===== config.mk =====
export PLATFORM = sky130hd
export DESIGN_NAME = ics_wymul
export DESIGN_NICKNAME = d
export VERILOG_FILES = /design/src/sv/ics_pkg.sv /design/src/sv/ics_wymul.sv
export SDC_FILE = /design/constraint.sdc
export NUM_CORES = 2
export LEC_CHECK = 0
export BUFFER_PORTS_ARGS = -buffer_cell sky130_fd_sc_hd__buf_2
export CAP_MARGIN = 20
export CELL_PAD_IN_SITES_DETAIL_PLACEMENT = 0
export CELL_PAD_IN_SITES_GLOBAL_PLACEMENT = 1
export CORE_AREA = 2 2 382 478
export DETAILED_ROUTE_END_ITERATION = 8
export DIE_AREA = 0 0 384 480
export GPL_ROUTABILITY_DRIVEN = 0
export GPL_TIMING_DRIVEN = 0
export PLACE_DENSITY_LB_ADDON = 0.08
export SLEW_MARGIN = 20
export SYNTH_ARGS = -nofsm -noshare
export SYNTH_HDL_FRONTEND = slang
export SYNTH_SLANG_ARGS = --single-unit

===== constraint.sdc =====
create_clock -name clock -period 19.3 [get_ports clock]
set_clock_uncertainty 0.2 [all_clocks]
set_input_delay 2.895 -clock clock [delete_from_list [all_inputs] [get_ports clock]]
set_output_delay 2.895 -clock clock [all_outputs]
set_load 0.1 [all_outputs]

===== src/sv/ics_pkg.sv =====
`default_nettype none

package ics_pkg;

   localparam int FRAME_BYTES = 1177;
   localparam int FRAME_AW    = $clog2(FRAME_BYTES);
   localparam int FRAME_NW    = $clog2(FRAME_BYTES + 1);
   localparam int PROD_W      = 32 + FRAME_NW;
   localparam int ADDR_W      = 11;
   localparam int KEY_WORDS   = 8;
   localparam int KEY_IDX_W   = $clog2(KEY_WORDS);
   localparam int ROT         = 7;

   localparam logic [63:0] STEP_ADD  = 64'hA0761D6478BD642F;
   localparam logic [63:0] STEP_ADD2 = STEP_ADD + STEP_ADD;
   localparam logic [63:0] STEP_MIX  = 64'hE7037ED1A0B428DB;

   typedef enum logic {
      CMD_FRAME_WRITE = 1'b0,
      CMD_CIPHER      = 1'b1
   } cmd_type;

   typedef struct packed {
      cmd_type    cmd;
      logic [7:0] value;
      logic       last;
   } item_type;

   typedef struct packed {
      logic load_a;
      logic load_b;
   } wy_en_type;

endpackage

`default_nettype wire


===== src/sv/ics_wymul.sv =====
`default_nettype none

module ics_wymul (
   input  wire logic                  clock,
   input  wire ics_pkg::wy_en_type    en,
   input  wire logic [63:0]           operand,
   output logic      [63:0]           mixed_ff
);

   import ics_pkg::*;

   logic [63:0] a;
   logic [63:0] b;
   logic [63:0] ll_in;
   logic [63:0] lh_full;
   logic [63:0] hl_full;
   logic [63:0] ll_ff;
   logic [31:0] lh_ff;
   logic [31:0] hl_ff;
   logic [31:0] cross_sum;
   logic [63:0] m;
   logic [63:0] mixed_in;

   // low 64 bits of a 64x64 product from three 32x32 partials
   always_comb begin
      a       = operand ^ STEP_MIX;
      b       = operand | 64'd1;
      ll_in   = 64'(a[31:0]) * 64'(b[31:0]);
      lh_full = 64'(a[31:0]) * 64'(b[63:32]);
      hl_full = 64'(a[63:32]) * 64'(b[31:0]);
   end

   always_comb begin
      cross_sum = lh_ff + hl_ff;
      m         = ll_ff + {cross_sum, 32'd0};
      mixed_in  = m ^ {32'd0, m[63:32]};
   end

   always_ff @(posedge clock) begin
      if (en.load_a) begin
         ll_ff <= ll_in;
         lh_ff <= lh_full[31:0];
         hl_ff <= hl_full[31:0];
      end
      if (en.load_b) begin
         mixed_ff <= mixed_in;
      end
   end

endmodule

`default_nettype wire


==> metrics.cfg <==
[yosys]
ys_ff_latch = 192
yosysTopAreaCell = fa_1
syn-num-nets = 10000
seq_area_frac_synth = 0.0806
synth_commonest_cells = 1975 x inv_1, 1675 x fa_1, 845 x nand2_1
synth_edf_count = 192
avgSynthCellArea_um2 = 9.30
synth_area_leaders = fa_1 47%, ha_1 11%, inv_1 10%
synth_top_area_share = 0.469
syn_area_um2 = 71500
yosys.cell_types.count = 76
yosysWarnings = 0
yosys_most_used_dff = edfxtp_1
synth_cells = 7691
yosysMostFrequentCell = inv_1
async_reset_ff_frac = 0

[layout]
area_growth_pct = 6.94
layout-drive-gt1-share = 0.0405
fin_cells = 10300
nNetsFinal = 10200
fillers = 18400

[clock_tree]
cts_root_buf = clkbuf_16
post-cts-setup-buffers = 0
clkTransAtPathRegs_ns = 0.08
cts_resized = 0
cts.path.max_buffers = 2
cts_tree = done
cts.hold.buffers_added = 0
clock_latency_ns = 0.53
numCtsBuffers = 17
clock-sinks = 192
cts_htree_levels = 4

[detailed_routing]
via_per_inst = 5.47
drt_iter0_markers = 5443
wl_per_cell_um = 31.7
drc = 0
firstDrtPassIters = 6
drtAntennaViolNets = 0
wl_um = 326000
vias = 56300

[critical_path]
cp.required_ns = 19.27
cp.arrival_ns = 13.93
end_kind = flip-flop
start_kind = input port
path_class = in -> reg
crit_fanout = 10

[global_routing]
grt_usage = 0.359
grt_pass1_wl_um = 453000
grt_overflow_total = 0
grt_pass1_vias = 59400
grt_max_degree = 86
antenna_found_initial = 59

[placed_design]
dp.cells = 10200
dp_hpwl_um = 271000
port_buffers = 124

[floorplanning]
rows = 174
die_x_um = 384
initial_core_util = 0.398
ioPinCount = 131
dieHeight_um = 480
dieArea_um2 = 184000
core_um2 = 180000

[job]
maxCapViolCount = 0

[sta]
rsz0062_at_grt = false
fmax_ghz = 0.0716
setup_tns_ns = 0
setup_violations = 0
slew_viol_final = 0
slew_headroom = 0.0998
timing_hold_violations_final = 0
worstMarginPinSlew_ns = 1.35
period_share = 0.723
layout_min_cycle_time_ns = 13.96

[hold_path]
hold_class = reg -> reg

[status]
run_status = completed

-- kinds of logic (layout without fill, tap and decap cells) --
| kind of cell | count (synthesis) | count (layout) | synth area share |
|---|---|---|---|
| buffers and inverters | 2344 | 2523 | 0.123 |
| adders and majority gates | 2277 | 2277 | 0.574 |
| and+or+nand+nor | 2068 | 2068 | 0.137 |
| AOI/OAI and AO/OA | 492 | 492 | 0.0456 |
| xor gates and xnor gates | 312 | 312 | 0.0388 |
| DFF | 192 | 192 | 0.0806 |
| muxes | 5 | 5 | 0.000735 |
| other | 1 | 42 | 0.0000524 |
-- critical path, stage by stage --
cell and delay, ns:
buf_2 0.37, clkbuf_1 1.03, clkbuf_2 0.81, buf_1 0.95, nor2_1 0.18, fa_1 0.54, fa_1 0.49, inv_1 0.05
fa_1 0.46, fa_1 0.58, inv_1 0.07, fa_1 0.48, fa_1 0.46, fa_1 0.51, inv_1 0.05, fa_1 0.47
inv_1 0.04, ha_1 0.32, and4_1 0.24, nand3_1 0.08, a21oi_1 0.37, nand3_1 0.28, o21a_1 0.33, a22oi_1 0.56
a21oi_1 0.21, o21bai_1 0.22, xor2_1 0.80
-- sequential cells by signal (all words and copies together) (netlist names) --
signal	flops
lh_ff	32
ll_ff	64
hl_ff	32
mixed_ff	64
-- path summary, 6_finish.rpt --
check                    from            to  slack [ns]  depth (start not counted)
setup / recovery  operand[21]     ll_ff[49]        5.34                         27
hold / removal       ll_ff[1]   mixed_ff[1]        0.36                          1
setup reg to reg     lh_ff[0]  mixed_ff[31]       12.46                         18
hold reg to reg      ll_ff[1]   mixed_ff[1]        0.36                          1
-- metal layers --
metal	GRT usage	wire length, um
met5	0.00913	349
met1	0.437	120000
met2	0.548	144000
met3	0.0895	31000
met4	0.273	30600
-- stage by stage --
| step | utilization | instance area [um^2] | worst slack, ns | hold WS, ns |
|---|---|---|---|---|
| CTS | 0.425 | 76400 | 5.88 | 0.357 |
| finish | 0.426 | 76500 | 5.34 | 0.356 |
| global placement | 0.418 | 75100 | 4.95 | 0.340 |
| detailed placement | 0.422 | 75800 | 5.34 | 0.338 |
| global route | 0.425 | 76400 | 5.46 | 0.360 |
| floorplan | - | 71500 | 8.61 | 0.326 |
-- cells in the final DEF (no fill, tap or decap), types with 27 or more instances in the layout --
master	instances
buf_1	37
inv_1	1975
nor2_1	390
diode_2	41
clkbuf_2	80
nand3_1	39
nor2b_1	246
ha_1	602
o21bai_1	42
xor2_1	90
a21o_1	83
nand2b_1	194
and2_1	249
xnor2_1	204
fa_1	1675
edfxtp_1	192
clkbuf_1	227
nor3_1	27
buf_2	136
a21oi_1	148
nand2_1	845
o21ai_0	61
-- area by class of cell --
cell class | count | area [um^2] | share of cell area
Multi-Input combinational cell | 5155 | 57100 | 0.747
Inverter | 1986 | 7450 | 0.0974
Sequential cell | 192 | 5770 | 0.0754
Tap cell | 2376 | 2970 | 0.0389
Buffer | 358 | 1460 | 0.0191
Timing Repair Buffer | 147 | 1020 | 0.0134
Clock buffer | 17 | 425 | 0.00556
Clock inverter | 15 | 183 | 0.00239
Antenna cell | 41 | 103 | 0.00134
Power is not shown: default switching activity piles up to over one toggle a cycle in this logic, so the estimate is an artifact.
